$ cat config.mk
export PLATFORM = sky130hd
export DESIGN_NAME = battery_power_supervisor_unit
export DESIGN_NICKNAME = d
export VERILOG_FILES = /design/src/hw/rtl/bps_pkg.sv /design/src/hw/rtl/bps_cfg_regs.sv /design/src/hw/rtl/bps_eval.sv /design/src/hw/rtl/battery_power_supervisor_unit.sv
export SDC_FILE = /design/constraint.sdc
export NUM_CORES = 1
export LEC_CHECK = 0
export BUFFER_PORTS_ARGS = -buffer_cell sky130_fd_sc_hd__buf_2
export CORE_ASPECT_RATIO = 0.7
export CORE_MARGIN = 1
export CORE_UTILIZATION = 45
export DETAILED_ROUTE_END_ITERATION = 8
export MAX_ROUTING_LAYER = met4
export PLACE_DENSITY = 0.63
export SLEW_MARGIN = 40
export SYNTH_ARGS = -nofsm -noshare
export SYNTH_HDL_FRONTEND = slang
export SYNTH_SLANG_ARGS = --single-unit
$ cat constraint.sdc
create_clock -name clk -period 13.49 [get_ports clk]
set_input_delay 2.698 -clock clk [delete_from_list [all_inputs] [get_ports clk]]
set_output_delay 2.698 -clock clk [all_outputs]
set_load 0.005 [all_outputs]
$ cat src/hw/rtl/bps_pkg.sv
`default_nettype none

package bps_pkg;

  localparam int unsigned CfgIdxW = 3;

  // Power state codes as reported on the result channel.
  localparam logic [2:0] ST_DISCONNECTED = 3'd0;
  localparam logic [2:0] ST_NORMAL       = 3'd1;
  localparam logic [2:0] ST_LOW          = 3'd2;
  localparam logic [2:0] ST_CRITICAL     = 3'd3;
  localparam logic [2:0] ST_SHUTDOWN     = 3'd4;
  localparam logic [2:0] ST_SENSOR_FAULT = 3'd5;
  localparam logic [2:0] ST_OVERTEMP     = 3'd6;

  // Configuration register indexes.
  localparam logic [CfgIdxW-1:0] REG_CRIT_RUNTIME = 3'd0;
  localparam logic [CfgIdxW-1:0] REG_LOW_RUNTIME  = 3'd1;
  localparam logic [CfgIdxW-1:0] REG_HYSTERESIS   = 3'd2;
  localparam logic [CfgIdxW-1:0] REG_UNDERVOLTAGE = 3'd3;
  localparam logic [CfgIdxW-1:0] REG_MAX_TEMP     = 3'd4;
  localparam logic [CfgIdxW-1:0] REG_GRACE        = 3'd5;

  typedef struct packed {
    logic [15:0] critical_runtime_min;
    logic [15:0] low_runtime_min;
    logic [15:0] runtime_hysteresis_min;
    logic [15:0] undervoltage_mv;
    logic [14:0] temp_limit_cdeg;
    logic [31:0] crit_grace_ms;
  } cfg_t;

  typedef struct packed {
    logic               pack_attached;
    logic               reading_good;
    logic signed [15:0] pack_temp_cdeg;
    logic [15:0]        vbat_mv;
    logic [15:0]        runtime_min;
    logic [31:0]        time_ms;
  } sample_t;

  typedef struct packed {
    logic [2:0]  current_state;
    logic        shutdown_latch;
    logic        grace_timer_active;
    logic [31:0] critical_start_ms;
  } sup_state_t;

  typedef struct packed {
    logic [2:0] power_state;
    logic       mute_audio;
    logic       request_shutdown;
    logic       warn_critical;
    logic       reduce_load;
    logic       warn_low;
  } result_t;

endpackage

`default_nettype wire

$ cat src/hw/rtl/bps_cfg_regs.sv
`default_nettype none

module bps_cfg_regs (
  input  wire logic                          clk,
  input  wire logic                          rst,
  input  wire logic                          wr_en,
  input  wire logic [bps_pkg::CfgIdxW-1:0]   wr_index,
  input  wire logic [31:0]                   wr_data,
  output bps_pkg::cfg_t                      cfg
);

  always_ff @(posedge clk) begin
    if (rst) begin
      cfg.critical_runtime_min   <= 16'd5;
      cfg.low_runtime_min        <= 16'd15;
      cfg.runtime_hysteresis_min <= 16'd2;
      cfg.undervoltage_mv        <= 16'd3000;
      cfg.temp_limit_cdeg        <= 15'd6000;
      cfg.crit_grace_ms          <= 32'd30000;
    end else if (wr_en) begin
      case (wr_index)
        bps_pkg::REG_CRIT_RUNTIME: cfg.critical_runtime_min   <= wr_data[15:0];
        bps_pkg::REG_LOW_RUNTIME:  cfg.low_runtime_min        <= wr_data[15:0];
        bps_pkg::REG_HYSTERESIS:   cfg.runtime_hysteresis_min <= wr_data[15:0];
        bps_pkg::REG_UNDERVOLTAGE: cfg.undervoltage_mv        <= wr_data[15:0];
        bps_pkg::REG_MAX_TEMP:     cfg.temp_limit_cdeg        <= wr_data[14:0];
        bps_pkg::REG_GRACE:        cfg.crit_grace_ms          <= wr_data;
        default: ;
      endcase
    end
  end

endmodule

`default_nettype wire

$ cat src/hw/rtl/bps_eval.sv
`default_nettype none

module bps_eval (
  input  wire bps_pkg::sample_t    sample,
  input  wire bps_pkg::cfg_t       cfg,
  input  wire bps_pkg::sup_state_t state,
  output bps_pkg::result_t         result,
  output bps_pkg::sup_state_t      state_next
);

  logic        over_temp;
  logic        under_volt;
  logic [15:0] crit_exit;
  logic [15:0] low_release;
  logic        crit;
  logic        low;
  logic [31:0] start_ms;
  logic [31:0] elapsed;
  logic        grace_expired;

  always_comb begin
    over_temp  = $signed({sample.pack_temp_cdeg[15], sample.pack_temp_cdeg})
                 >= $signed({2'b00, cfg.temp_limit_cdeg});
    under_volt = sample.vbat_mv <= cfg.undervoltage_mv;

    // Exit thresholds wrap modulo 2^16, as the arithmetic is kept at 16 bits.
    crit_exit   = cfg.critical_runtime_min + cfg.runtime_hysteresis_min;
    low_release = cfg.low_runtime_min + cfg.runtime_hysteresis_min;
    crit = (sample.runtime_min <= cfg.critical_runtime_min) ||
           (state.current_state == bps_pkg::ST_CRITICAL && sample.runtime_min < crit_exit);
    low  = (sample.runtime_min <= cfg.low_runtime_min) ||
           (state.current_state == bps_pkg::ST_LOW && sample.runtime_min < low_release);

    start_ms      = state.grace_timer_active ? state.critical_start_ms : sample.time_ms;
    elapsed       = sample.time_ms - start_ms;
    grace_expired = elapsed >= cfg.crit_grace_ms;
  end

  always_comb begin
    state_next = state;
    result     = '0;
    result.mute_audio       = 1'b1;
    result.request_shutdown = 1'b1;

    if (!sample.pack_attached) begin
      state_next.shutdown_latch     = 1'b0;
      state_next.grace_timer_active = 1'b0;
      result.power_state            = bps_pkg::ST_DISCONNECTED;
    end else if (state.shutdown_latch) begin
      result.power_state = bps_pkg::ST_SHUTDOWN;
    end else if (!sample.reading_good) begin
      state_next.shutdown_latch = 1'b1;
      result.power_state        = bps_pkg::ST_SENSOR_FAULT;
    end else if (over_temp) begin
      state_next.shutdown_latch = 1'b1;
      result.power_state        = bps_pkg::ST_OVERTEMP;
    end else if (under_volt) begin
      state_next.shutdown_latch = 1'b1;
      result.power_state        = bps_pkg::ST_SHUTDOWN;
    end else if (crit) begin
      state_next.grace_timer_active = 1'b1;
      state_next.critical_start_ms  = start_ms;
      result.warn_critical          = 1'b1;
      if (grace_expired) begin
        state_next.shutdown_latch = 1'b1;
        result.power_state        = bps_pkg::ST_SHUTDOWN;
      end else begin
        result.power_state      = bps_pkg::ST_CRITICAL;
        result.mute_audio       = 1'b0;
        result.request_shutdown = 1'b0;
        result.reduce_load      = 1'b1;
      end
    end else begin
      state_next.grace_timer_active = 1'b0;
      result.mute_audio             = 1'b0;
      result.request_shutdown       = 1'b0;
      if (low) begin
        result.power_state = bps_pkg::ST_LOW;
        result.warn_low    = 1'b1;
      end else begin
        result.power_state = bps_pkg::ST_NORMAL;
      end
    end

    state_next.current_state = result.power_state;
  end

endmodule

`default_nettype wire

$ cat src/hw/rtl/battery_power_supervisor_unit.sv
// Battery power supervisor.
// Samples arrive on the in_valid/in_ready channel, one request per battery
// sample, and each gives exactly one result on out_valid/out_ready: the new
// power state and the mute, shutdown, warning and load-reduction flags.
// Thresholds are set through the cfg_valid/cfg_ready write channel, which is
// always ready; cfg_index selects the register and indexes above the last
// register are ignored. Write it only while no request is in flight.
// A sample is captured in an input register, decided by one level of compare
// and subtract logic against the stored supervisor state, and the result is
// held in an output register. out_valid rises once the decision stage moves
// the sample into a free output register; one sample per cycle is sustained
// while out_ready holds high, and each state update feeds the next decision.
// Reset restores the default thresholds, clears the shutdown latch and grace
// timer and sets the state to disconnected. When the receiver stalls, the
// output register and the input register hold their requests and in_ready
// falls once both are full, so nothing is lost or repeated.
`default_nettype none

module battery_power_supervisor_unit (
  input  wire logic                         clk,
  input  wire logic                         rst,
  input  wire logic                         cfg_valid,
  output      logic                         cfg_ready,
  input  wire logic [bps_pkg::CfgIdxW-1:0]  cfg_index,
  input  wire logic [31:0]                  cfg_data,
  input  wire logic                         in_valid,
  output      logic                         in_ready,
  input  wire logic                         pack_attached,
  input  wire logic                         reading_good,
  input  wire logic signed [15:0]           pack_temp_cdeg,
  input  wire logic [15:0]                  vbat_mv,
  input  wire logic [15:0]                  runtime_min,
  input  wire logic [31:0]                  time_ms,
  output      logic                         out_valid,
  input  wire logic                         out_ready,
  output      logic [2:0]                   power_state,
  output      logic                         mute_audio,
  output      logic                         request_shutdown,
  output      logic                         warn_critical,
  output      logic                         reduce_load,
  output      logic                         warn_low
);

  bps_pkg::cfg_t       cfg;
  bps_pkg::sample_t    s1;
  logic                s1_valid;
  bps_pkg::sup_state_t state;
  bps_pkg::sup_state_t state_next;
  bps_pkg::result_t    res_next;
  bps_pkg::result_t    res;
  logic                advance;

  assign cfg_ready = 1'b1;

  bps_cfg_regs u_cfg (
    .clk      (clk),
    .rst      (rst),
    .wr_en    (cfg_valid),
    .wr_index (cfg_index),
    .wr_data  (cfg_data),
    .cfg      (cfg)
  );

  // The decision stage moves only when the output register is free.
  assign advance  = s1_valid && (!out_valid || out_ready);
  assign in_ready = !s1_valid || advance;

  always_ff @(posedge clk) begin
    if (rst) begin
      s1_valid <= 1'b0;
    end else if (in_ready) begin
      s1_valid <= in_valid;
    end
  end

  always_ff @(posedge clk) begin
    if (in_valid && in_ready) begin
      s1.pack_attached  <= pack_attached;
      s1.reading_good   <= reading_good;
      s1.pack_temp_cdeg <= pack_temp_cdeg;
      s1.vbat_mv        <= vbat_mv;
      s1.runtime_min    <= runtime_min;
      s1.time_ms        <= time_ms;
    end
  end

  bps_eval u_eval (
    .sample     (s1),
    .cfg        (cfg),
    .state      (state),
    .result     (res_next),
    .state_next (state_next)
  );

  always_ff @(posedge clk) begin
    if (rst) begin
      state.current_state      <= bps_pkg::ST_DISCONNECTED;
      state.shutdown_latch     <= 1'b0;
      state.grace_timer_active <= 1'b0;
      state.critical_start_ms  <= 32'd0;
    end else if (advance) begin
      state <= state_next;
    end
  end

  always_ff @(posedge clk) begin
    if (rst) begin
      out_valid <= 1'b0;
    end else if (advance) begin
      out_valid <= 1'b1;
    end else if (out_ready) begin
      out_valid <= 1'b0;
    end
  end

  always_ff @(posedge clk) begin
    if (advance) begin
      res <= res_next;
    end
  end

  assign power_state      = res.power_state;
  assign mute_audio       = res.mute_audio;
  assign request_shutdown = res.request_shutdown;
  assign warn_critical    = res.warn_critical;
  assign reduce_load      = res.reduce_load;
  assign warn_low         = res.warn_low;

  // A missing pack always clears the latch and the grace timer.
  assert property (@(posedge clk) disable iff (rst)
    (advance && !s1.pack_attached) |=> (!state.shutdown_latch && !state.grace_timer_active))
    else $error("latch or timer survived a missing pack");

  // A critical result never asks for shutdown and always warns.
  assert property (@(posedge clk) disable iff (rst)
    (out_valid && power_state == bps_pkg::ST_CRITICAL)
      |-> (warn_critical && reduce_load && !request_shutdown && !mute_audio))
    else $error("critical result carries wrong flags");

  // While the latch is set and the pack stays, every result is shutdown.
  assert property (@(posedge clk) disable iff (rst)
    (advance && state.shutdown_latch && s1.pack_attached)
      |=> (out_valid && power_state == bps_pkg::ST_SHUTDOWN && state.shutdown_latch))
    else $error("latched shutdown not reported");

  // The input side is only held off while a sample waits in the input register behind a stalled result.
  assert property (@(posedge clk) disable iff (rst)
    !in_ready |-> (s1_valid && out_valid && !out_ready))
    else $error("input stalled without cause");

endmodule

`default_nettype wire

==> summary.log, run 1 <==
INFO  run_status     outcome=completed
INFO  power          vdd_drop_max=0.0900mV
INFO  logic_synthesis ys_ff_latch=238
INFO  clock_tree     cts_hold_repair.buffers=0
INFO  power          cellLeakagePower=6.56nW
INFO  sta            smallest_hold_slack=0.457ns
INFO  floorplanning  fp-row-count=54
INFO  grt            grt_pass1_vias=10600
INFO  logic_synthesis synthesized_net_count=1853
INFO  clock_tree     clk_root_buffer_cell=sky130_fd_sc_hd__clkbuf_16
INFO  sta            number_of_pins_with_negative_max_slew_slack_in_the_final_report=0
INFO  cells_and_area synthToLayoutAreaGrowth=13.8%
INFO  floorplanning  die_x=215µm
INFO  logic_synthesis synthArstFlopShare=0%
INFO  critical_path  worstSetupPathType=reg2reg
INFO  grt            grt_pass1_wl=57000µm
INFO  sta            fmax=165MHz
INFO  floorplanning  die-height=151µm
INFO  logic_synthesis synth_enable_flop_cells=89
INFO  detailed_routing number_of_iterations_in_the_first_detailed_routing_pass=5
INFO  clock_tree     numCtsBuffers=27
INFO  logic_synthesis synthDistinctLibCells=65
INFO  floorplanning  floorplan.die_area=0.0324mm²
INFO  grt            overflow=0
INFO  hold_path      min-delay-path-class=reg2reg
INFO  detailed_routing wl_per_cell=17.2µm
INFO  logic_synthesis synthCells=1541
INFO  critical_path  worst_setup_path_end_kind=register
INFO  critical_path  worstPathRequired=13.94ns
INFO  power          cellPowerDensity=115mW/mm²
INFO  placement      io_buffer_count=131
INFO  logic_synthesis syn_area_per_cell=9.26µm²
INFO  placement      detailed_place_hpwl=26800µm
INFO  grt            grt_antenna_before_repair=4
INFO  grt            global_route.usage.total=22.9%
INFO  logic_synthesis ys.warnings.count=0
INFO  cells_and_area multi_input_comb_area=0.00794mm²
INFO  critical_path  peak_fanout_along_the_critical_path=31
INFO  detailed_routing dr.first_iter.drc_count=772
INFO  placement      dpl_cell_area=0.0153mm²
INFO  sta            setup_viol_count_final=0
INFO  grt            largest_net_degree_at_the_start_of_global_routing=72
INFO  critical_path  cp_data_arrival_time=6.51ns
INFO  sta            finalWorstSetupSlack=7.43ns
INFO  sta            setup_tns_final=0ns
INFO  sta            worst-slew-pin-transition=0.830ns
INFO  placement      minimum_setup_slack_after_placement=7.57ns
INFO  run            max_cap_viol_count=0
INFO  clock_tree     cts_buffer_depth=3
INFO  cells_and_area ff_latch_area=0.00566mm²
INFO  sta            worst_clock_skew=0.0153ns
INFO  detailed_routing detail-route-antenna-nets=0
INFO  logic_synthesis synth_sequential_area_ratio=39.6%
INFO  floorplanning  core_area=0.0311mm²
INFO  detailed_routing num_vias=11500
INFO  clock_tree     worst_path_clk_slew=0.06ns
INFO  sta            min_period=6.06ns
INFO  logic_synthesis most_used_dff_post_synth=sky130_fd_sc_hd__dfxtp_1
INFO  logic_synthesis syn-cell-area=0.0143mm²
INFO  clock_tree     clock_tree.htree_level_count=1
INFO  floorplanning  floorplan.initialDensity=45.8%
INFO  cells_and_area nFillCells=2877
INFO  detailed_routing detail_route.vias_per_cell=5.48
INFO  clock_tree     clkLatencyLatePin=0.57ns
INFO  placement      place.gp.congestion=0.929
INFO  clock_tree     cts.sinks=238
INFO  detailed_routing drt_drc_violations_left=0
INFO  sta            unrepaired_setup_endpoints_after_global_routing=false
INFO  sta            report.final.hold_viol_count=0
INFO  detailed_routing wl=36100µm
INFO  cells_and_area fin_nets=1967
INFO  clock_tree     cts_tree=built
INFO  clock_tree     cts_repair_resize_count=0
INFO  sta            final.period_utilization=44.9%
INFO  floorplanning  floorplan.io_pins=133
INFO  cells_and_area final_area=0.0162mm²
INFO  critical_path  cp_launch_type=register
INFO  clock_tree     cts.repair_timing.setup_buffer_count=0
INFO  cells_and_area layout_cell_share_with_drive_strength_beyond_1=13.7%
INFO  sta            relSlewSlack=44.7%
INFO  cells_and_area final_util=52.1%
## worst paths after layout
kind         cells past startpoint                       start                    endpoint  slack [ns]
max                             18      state[32]$_SDFFE_PP0P_      state[34]$_SDFFE_PP0P_        7.43
min                              2  u_cfg.cfg[23]$_SDFFE_PP0P_  u_cfg.cfg[23]$_SDFFE_PP0P_        0.46
max reg2reg                     18      state[32]$_SDFFE_PP0P_      state[34]$_SDFFE_PP0P_        7.43
min reg2reg                      2  u_cfg.cfg[23]$_SDFFE_PP0P_  u_cfg.cfg[23]$_SDFFE_PP0P_        0.46
## report_power, final
group          internal (mW)  total [mW]  leakage (nW)  switching (mW)
Clock                  0.473       0.784         0.474           0.311
Combinational          0.120       0.286          4.02           0.166
Sequential             0.773       0.792          2.07          0.0191
## through the flow
step	std cells	power [mW]
floorplan	1541	1.00
global placement	2046	1.08
detailed placement	2046	1.09
CTS	2096	1.88
global route	2100	1.95
finish	2100	1.86
## placed cells by master (no fill, tap or decap), types with 5 or more instances in the layout
cell / synthesis / final
sky130_fd_sc_hd__clkbuf_8: 0 / 5
sky130_fd_sc_hd__and2_1: 9 / 8
sky130_fd_sc_hd__dfxtp_1: 149 / 148
sky130_fd_sc_hd__a211oi_2: 30 / 30
sky130_fd_sc_hd__clkinv_2: 0 / 5
sky130_fd_sc_hd__a2111oi_0: 7 / 6
sky130_fd_sc_hd__nand2_1: 235 / 235
sky130_fd_sc_hd__nor3_1: 15 / 15
sky130_fd_sc_hd__nand2b_1: 14 / 14
sky130_fd_sc_hd__nor2_1: 86 / 86
sky130_fd_sc_hd__a211oi_1: 12 / 12
sky130_fd_sc_hd__clkbuf_16: 0 / 27
sky130_fd_sc_hd__a21oi_1: 164 / 164
sky130_fd_sc_hd__o211ai_1: 33 / 33
sky130_fd_sc_hd__a21boi_0: 5 / 5
sky130_fd_sc_hd__or3_1: 5 / 5
sky130_fd_sc_hd__a31oi_1: 8 / 8
sky130_fd_sc_hd__xor2_1: 28 / 28
sky130_fd_sc_hd__nor2b_1: 11 / 11
sky130_fd_sc_hd__mux2i_1: 31 / 31
sky130_fd_sc_hd__or2_2: 5 / 5
sky130_fd_sc_hd__nor4_1: 5 / 5
sky130_fd_sc_hd__edfxtp_1: 89 / 89
sky130_fd_sc_hd__inv_1: 119 / 119
sky130_fd_sc_hd__nand3_1: 26 / 25
sky130_fd_sc_hd__buf_2: 1 / 130
sky130_fd_sc_hd__buf_4: 4 / 6
sky130_fd_sc_hd__nand4_1: 20 / 20
sky130_fd_sc_hd__a211o_1: 6 / 6
sky130_fd_sc_hd__ha_1: 187 / 187
sky130_fd_sc_hd__o21a_1: 8 / 8
sky130_fd_sc_hd__o21ai_0: 46 / 46
sky130_fd_sc_hd__and3_1: 16 / 16
sky130_fd_sc_hd__a21o_1: 30 / 30
sky130_fd_sc_hd__xnor2_1: 27 / 27
## sequential cells by signal, summed over array words and instances (netlist names)
| signal | flops |
|---|---|
| s1_valid | 1 |
| s1 | 82 |
| out_valid | 1 |
| power_state | 3 |
| warn_low | 1 |
| state | 36 |
| mute_audio | 1 |
| u_cfg.cfg | 111 |
| reduce_load | 1 |
| warn_critical | 1 |
## critical path, stage by stage (launching register included)
cell,delay (ns)
sky130_fd_sc_hd__dfxtp_2,0.38
sky130_fd_sc_hd__buf_4,0.49
sky130_fd_sc_hd__mux2i_1,0.35
sky130_fd_sc_hd__ha_1,0.33
sky130_fd_sc_hd__o21a_1,0.21
sky130_fd_sc_hd__o22a_1,0.20
sky130_fd_sc_hd__a41o_1,0.29
sky130_fd_sc_hd__and3_1,0.20
sky130_fd_sc_hd__o21ai_0,0.58
sky130_fd_sc_hd__a21oi_1,0.26
sky130_fd_sc_hd__or4b_2,0.69
sky130_fd_sc_hd__nand3_1,0.14
sky130_fd_sc_hd__ha_1,0.14
sky130_fd_sc_hd__nand4_1,0.13
sky130_fd_sc_hd__a2111oi_0,0.51
sky130_fd_sc_hd__o41ai_1,0.25
sky130_fd_sc_hd__and3_1,0.24
sky130_fd_sc_hd__o31a_1,0.29
sky130_fd_sc_hd__a31o_2,0.24
## cell families after synthesis
group,Yosys count,synth area share [%]
AO/OA/AOI/OAI,391,18.4
XOR/XNOR,55,3.38
flip-flops,238,39.6
buffers and inverters,172,4.85
other,1,0.0263
AND/OR/NAND/NOR,463,14.7
adder cells (fa/ha/maj),190,16.8
multiplexers,31,2.17
## routing by layer
layer	share of wire, %	wire length, µm	global-route usage (%)
met5	0	0	-
met4	1.7	624	4.86
met3	5.7	2070	3.65
met2	40	14400	31.9
met1	53	19000	34.3
## synthesized netlist by cell type, types with 5 or more instances
| master | instances | share of area [%] |
|---|---|---|
| sky130_fd_sc_hd__a2111oi_0 | 7 | 0.43 |
| sky130_fd_sc_hd__a211o_1 | 6 | 0.37 |
| sky130_fd_sc_hd__a211oi_1 | 12 | 0.63 |
| sky130_fd_sc_hd__a211oi_2 | 30 | 2.6 |
| sky130_fd_sc_hd__a21boi_0 | 5 | 0.26 |
| sky130_fd_sc_hd__a21o_1 | 30 | 1.6 |
| sky130_fd_sc_hd__a21oi_1 | 164 | 5.8 |
| sky130_fd_sc_hd__a31oi_1 | 8 | 0.35 |
| sky130_fd_sc_hd__and2_1 | 9 | 0.39 |
| sky130_fd_sc_hd__and3_1 | 16 | 0.70 |
| sky130_fd_sc_hd__clkbuf_1 | 43 | 1.1 |
| sky130_fd_sc_hd__dfxtp_1 | 149 | 21 |
| sky130_fd_sc_hd__edfxtp_1 | 89 | 19 |
| sky130_fd_sc_hd__ha_1 | 187 | 16 |
| sky130_fd_sc_hd__inv_1 | 119 | 3.1 |
| sky130_fd_sc_hd__mux2i_1 | 31 | 2.2 |
| sky130_fd_sc_hd__nand2_1 | 235 | 6.2 |
| sky130_fd_sc_hd__nand2b_1 | 14 | 0.61 |
| sky130_fd_sc_hd__nand3_1 | 26 | 0.91 |
| sky130_fd_sc_hd__nand4_1 | 20 | 0.88 |
| sky130_fd_sc_hd__nor2_1 | 86 | 2.3 |
| sky130_fd_sc_hd__nor2b_1 | 11 | 0.48 |
| sky130_fd_sc_hd__nor3_1 | 15 | 0.53 |
| sky130_fd_sc_hd__nor4_1 | 5 | 0.22 |
| sky130_fd_sc_hd__o211ai_1 | 33 | 1.7 |
| sky130_fd_sc_hd__o21a_1 | 8 | 0.42 |
| sky130_fd_sc_hd__o21ai_0 | 46 | 1.6 |
| sky130_fd_sc_hd__or2_2 | 5 | 0.22 |
| sky130_fd_sc_hd__or3_1 | 5 | 0.22 |
| sky130_fd_sc_hd__xnor2_1 | 27 | 1.7 |
| sky130_fd_sc_hd__xor2_1 | 28 | 1.7 |
## cell type report
type | instances | share of cell area (%)
multi-input combinational | 1131 | 48.9
sequential | 238 | 34.8
clock buffer | 35 | 4.65
timing repair buffer | 138 | 4.42
tap | 420 | 3.24
inverter | 119 | 2.75
clock inverter | 15 | 1.19
antenna | 4 | 0.0616
Note: power is estimated with default switching activity, not from simulation.
==> run 2: changes to the inputs <==
--- a/config.mk
+++ b/config.mk
@@ -11,7 +11,7 @@
 export CORE_UTILIZATION = 45
 export DETAILED_ROUTE_END_ITERATION = 8
 export MAX_ROUTING_LAYER = met4
-export PLACE_DENSITY = 0.63
+export PLACE_DENSITY = 0.66
 export SLEW_MARGIN = 40
 export SYNTH_ARGS = -nofsm -noshare
 export SYNTH_HDL_FRONTEND = slang
==> constraint.sdc (replaced) <==
create_clock -name clk -period 4.9 [get_ports clk]
set_input_delay 0.98 -clock clk [delete_from_list [all_inputs] [get_ports clk]]
set_output_delay 0.98 -clock clk [all_outputs]
set_load 0.005 [all_outputs]
==> summary.log, run 2 (same netlist as run 1, synthesis figures left out) <==
INFO  sta            relSlewSlack=42.5% [was 44.7%]
INFO  power          power_consumption=5.10mW [was 1.86 mW]
INFO  sta            smallest_hold_slack=0.458ns [was 0.457 ns]
INFO  critical_path  worst_setup_path_end_kind=register [unchanged]
INFO  sta            report.final.hold_viol_count=0 [unchanged]
INFO  critical_path  critical-path-top-delay-family=compound AO/OA/AOI/OAI gates [unchanged]
INFO  detailed_routing number_of_iterations_in_the_first_detailed_routing_pass=5 [unchanged]
INFO  cells_and_area layout_common_cells=234 x sky130_fd_sc_hd__nand2_1, 180 x sky130_fd_sc_hd__ha_1, 153 x sky130_fd_sc_hd__a21oi_1 [was 235 x sky130_fd_sc_hd__nand2_1, 187 x sky130_fd_sc_hd__ha_1, 164 x sky130_fd_sc_hd__a21oi_1]
INFO  cells_and_area layout.cells.non_filler=2181 [was 2100]
INFO  floorplanning  fp-row-count=54 [unchanged]
INFO  sta            worst-slew-pin-transition=0.841ns [was 0.830 ns]
INFO  hold_path      min-delay-path-class=reg2reg [unchanged]
INFO  sta            setup_tns_final=0ns [unchanged]
INFO  critical_path  path_buf_inv=2 [was 1]
INFO  cells_and_area largest_register_ffs=111 [unchanged]
INFO  detailed_routing wl=37800µm [was 36100 µm]
INFO  clock_tree     clock_tree.htree_level_count=1 [unchanged]
INFO  sta            number_of_pins_with_negative_max_slew_slack_in_the_final_report=0 [unchanged]
INFO  cells_and_area synthToLayoutAreaGrowth=21.2% [was 13.8%]
INFO  sta            finalWorstSetupSlack=0.175ns [was 7.43 ns]
INFO  clock_tree     clkLatencyLatePin=0.56ns [was 0.57 ns]
INFO  critical_path  worst_path_cell_trace=buf_4 > o21ai_4 > ha_2 > inv_2 > fa_2 > a211oi_2 > o211ai_1 > a41o_1 > and3_4 > o21ai_4 > a21oi_4 > a311o_1 > xor2_1 > ha_1 > nand4_1 > or3_1 > nor4bb_4 > and3_1 > o31a_1 > a31o_2 [was buf_4 > mux2i_1 > ha_1 > o21a_1 > o22a_1 > a41o_1 > and3_1 > o21ai_0 > a21oi_1 > or4b_2 > nand3_1 > ha_1 > nand4_1 > a2111oi_0 > o41ai_1 > and3_1 > o31a_1 > a31o_2]
INFO  critical_path  crit_path_max_incr_delay=0.38ns [was 0.69 ns]
INFO  cells_and_area largest_regs=u_cfg.cfg: 111 flops, s1: 82 flops, state: 36 flops [unchanged]
INFO  cells_and_area final_area=0.0173mm² [was 0.0162 mm²]
INFO  run            max_cap_viol_count=0 [unchanged]
INFO  power          power_switching=1.41mW [was 496 µW]
INFO  placement      io_buffer_count=131 [unchanged]
INFO  grt            grt_antenna_before_repair=2 [was 4]
INFO  grt            grt_pass1_vias=11100 [was 10600]
INFO  clock_tree     cts_tree=built [unchanged]
INFO  power          cellLeakagePower=7.03nW [was 6.56 nW]
INFO  clock_tree     cts.sinks=238 [unchanged]
INFO  sta            setup_viol_count_final=0 [unchanged]
INFO  critical_path  peak_fanout_along_the_critical_path=7 [was 31]
INFO  sta            unrepaired_setup_endpoints_after_global_routing=true [was false]
INFO  clock_tree     clk_root_buffer_cell=sky130_fd_sc_hd__clkbuf_16 [unchanged]
INFO  critical_path  timing.critical_path.slowest_stage_cell=sky130_fd_sc_hd__dfxtp_4 [was sky130_fd_sc_hd__or4b_2]
INFO  cells_and_area layout.cells.most_common=sky130_fd_sc_hd__nand2_1 [unchanged]
INFO  floorplanning  die_x=215µm [unchanged]
INFO  detailed_routing detail_route.vias_per_cell=5.45 [was 5.48]
INFO  floorplanning  floorplan.die_area=0.0324mm² [unchanged]
INFO  placement      minimum_setup_slack_after_placement=-0.275ns [was 7.57 ns]
INFO  placement      detailed_place_hpwl=28100µm [was 26800 µm]
INFO  placement      place.gp.congestion=0.972 [was 0.929]
INFO  cells_and_area fin_nets=2052 [was 1967]
INFO  critical_path  cpMostUsedCell=sky130_fd_sc_hd__o21ai_4
INFO  detailed_routing wl_per_cell=17.3µm [was 17.2 µm]
INFO  cells_and_area ff_latch_area=0.00566mm² [about the same]
INFO  cells_and_area nFillCells=2744 [was 2877]
INFO  detailed_routing dr.first_iter.drc_count=962 [was 772]
INFO  sta            min_period=4.72ns [was 6.06 ns]
INFO  critical_path  cp_launch_type=register [unchanged]
INFO  power          clock_power_share=39.3% [was 42.1%]
INFO  placement      place_inst=2115 [was 2046]
INFO  sta            fmax=212MHz [was 165 MHz]
INFO  power          cellInternalPower=3.69mW [was 1.37 mW]
INFO  grt            global_route.usage.total=23.4% [was 22.9%]
INFO  power          vdd_drop_max=0.304mV [was 0.0900 mV]
INFO  floorplanning  die-height=151µm [unchanged]
INFO  placement      dpl_cell_area=0.0159mm² [was 0.0153 mm²]
INFO  detailed_routing detail-route-antenna-nets=0 [unchanged]
INFO  grt            largest_net_degree_at_the_start_of_global_routing=90 [was 72]
INFO  critical_path  worstSetupPathType=reg2reg [unchanged]
INFO  cells_and_area multi_input_comb_area=0.00833mm² [was 0.00794 mm²]
INFO  clock_tree     numCtsBuffers=25 [was 27]
INFO  cells_and_area final_util=55.5% [was 52.1%]
INFO  floorplanning  core_area=0.0311mm² [unchanged]
INFO  detailed_routing num_vias=11900 [was 11500]
INFO  power          switching_portion_of_total_power=27.7% [was 26.6%]
INFO  cells_and_area regMostFlops=u_cfg.cfg [unchanged]
INFO  power          comb_power_share=17.9% [was 15.3%]
INFO  critical_path  worstPathRequired=5.35ns [was 13.94 ns]
INFO  clock_tree     cts_hold_repair.buffers=0 [unchanged]
INFO  power          pwr-share-seq=42.8% [was 42.6%]
INFO  detailed_routing drt_drc_violations_left=0 [unchanged]
INFO  power          cellPowerDensity=295mW/mm² [was 115 mW/mm²]
INFO  clock_tree     cts_buffer_depth=3 [unchanged]
INFO  clock_tree     worst_path_clk_slew=0.07ns [was 0.06 ns]
INFO  run_status     outcome=completed [unchanged]
INFO  sta            worst_clock_skew=0.0102ns [was 0.0153 ns]
INFO  sta            final.period_utilization=96.4% [was 44.9%]
INFO  floorplanning  floorplan.io_pins=133 [unchanged]
INFO  critical_path  cp_data_arrival_time=5.18ns [was 6.51 ns]
INFO  floorplanning  floorplan.initialDensity=45.8% [unchanged]
INFO  cells_and_area layout_cell_share_with_drive_strength_beyond_1=21.0% [was 13.7%]
INFO  grt            grt_pass1_wl=58700µm [was 57000 µm]
INFO  grt            overflow=0 [unchanged]
run 2: power by group through the flow:
stage	sequential [mW]	combinational, mW	clock, mW
after floorplan	2.20	0.553	0
after global placement	2.22	0.807	0
after detailed placement	2.22	0.836	0
final	2.18	0.914	2.01
after global routing	2.19	1.03	2.12
after CTS	2.18	0.857	2.05
run 2: cell type report:
cell class	count	area share, %
Inverter	119	2.58
Antenna cell	2	0.0289
Clock buffer	36	4.40
Timing Repair Buffer	225	8.48
Sequential cell	238	32.7
Clock inverter	10	0.608
Tap cell	420	3.04
Multi-Input combinational cell	1131	48.2
run 2: tightest hold or removal path, stage by stage, from the launching register on:
cell,delay [ns]
sky130_fd_sc_hd__dfxtp_1,0.31
sky130_fd_sc_hd__nand2_1,0.05
sky130_fd_sc_hd__a21oi_1,0.05
run 2: path summary, 6_finish.rpt:
check,to,slack (ns),from,cells after the start
worst min register to register,u_cfg.cfg[18]$_SDFFE_PP0P_,0.46,u_cfg.cfg[18]$_SDFFE_PP0P_,2
worst min-delay path,u_cfg.cfg[18]$_SDFFE_PP0P_,0.46,u_cfg.cfg[18]$_SDFFE_PP0P_,2
worst max register to register,state[34]$_SDFFE_PP0P_,0.18,state[32]$_SDFFE_PP0P_,20
worst max-delay path,state[34]$_SDFFE_PP0P_,0.18,state[32]$_SDFFE_PP0P_,20
run 2: metal layers:
layer	track usage [%]	share of wire [%]
met5	-	0
met4	5.64	2.4
met3	3.19	6.5
met2	34.3	42
met1	34.0	49
run 2: timing repair:
item	in CTS	in global routing
endpoints found under the setup margin	30	42
pin swaps	4	34
resized for setup	15	72
setup buffers	2	17
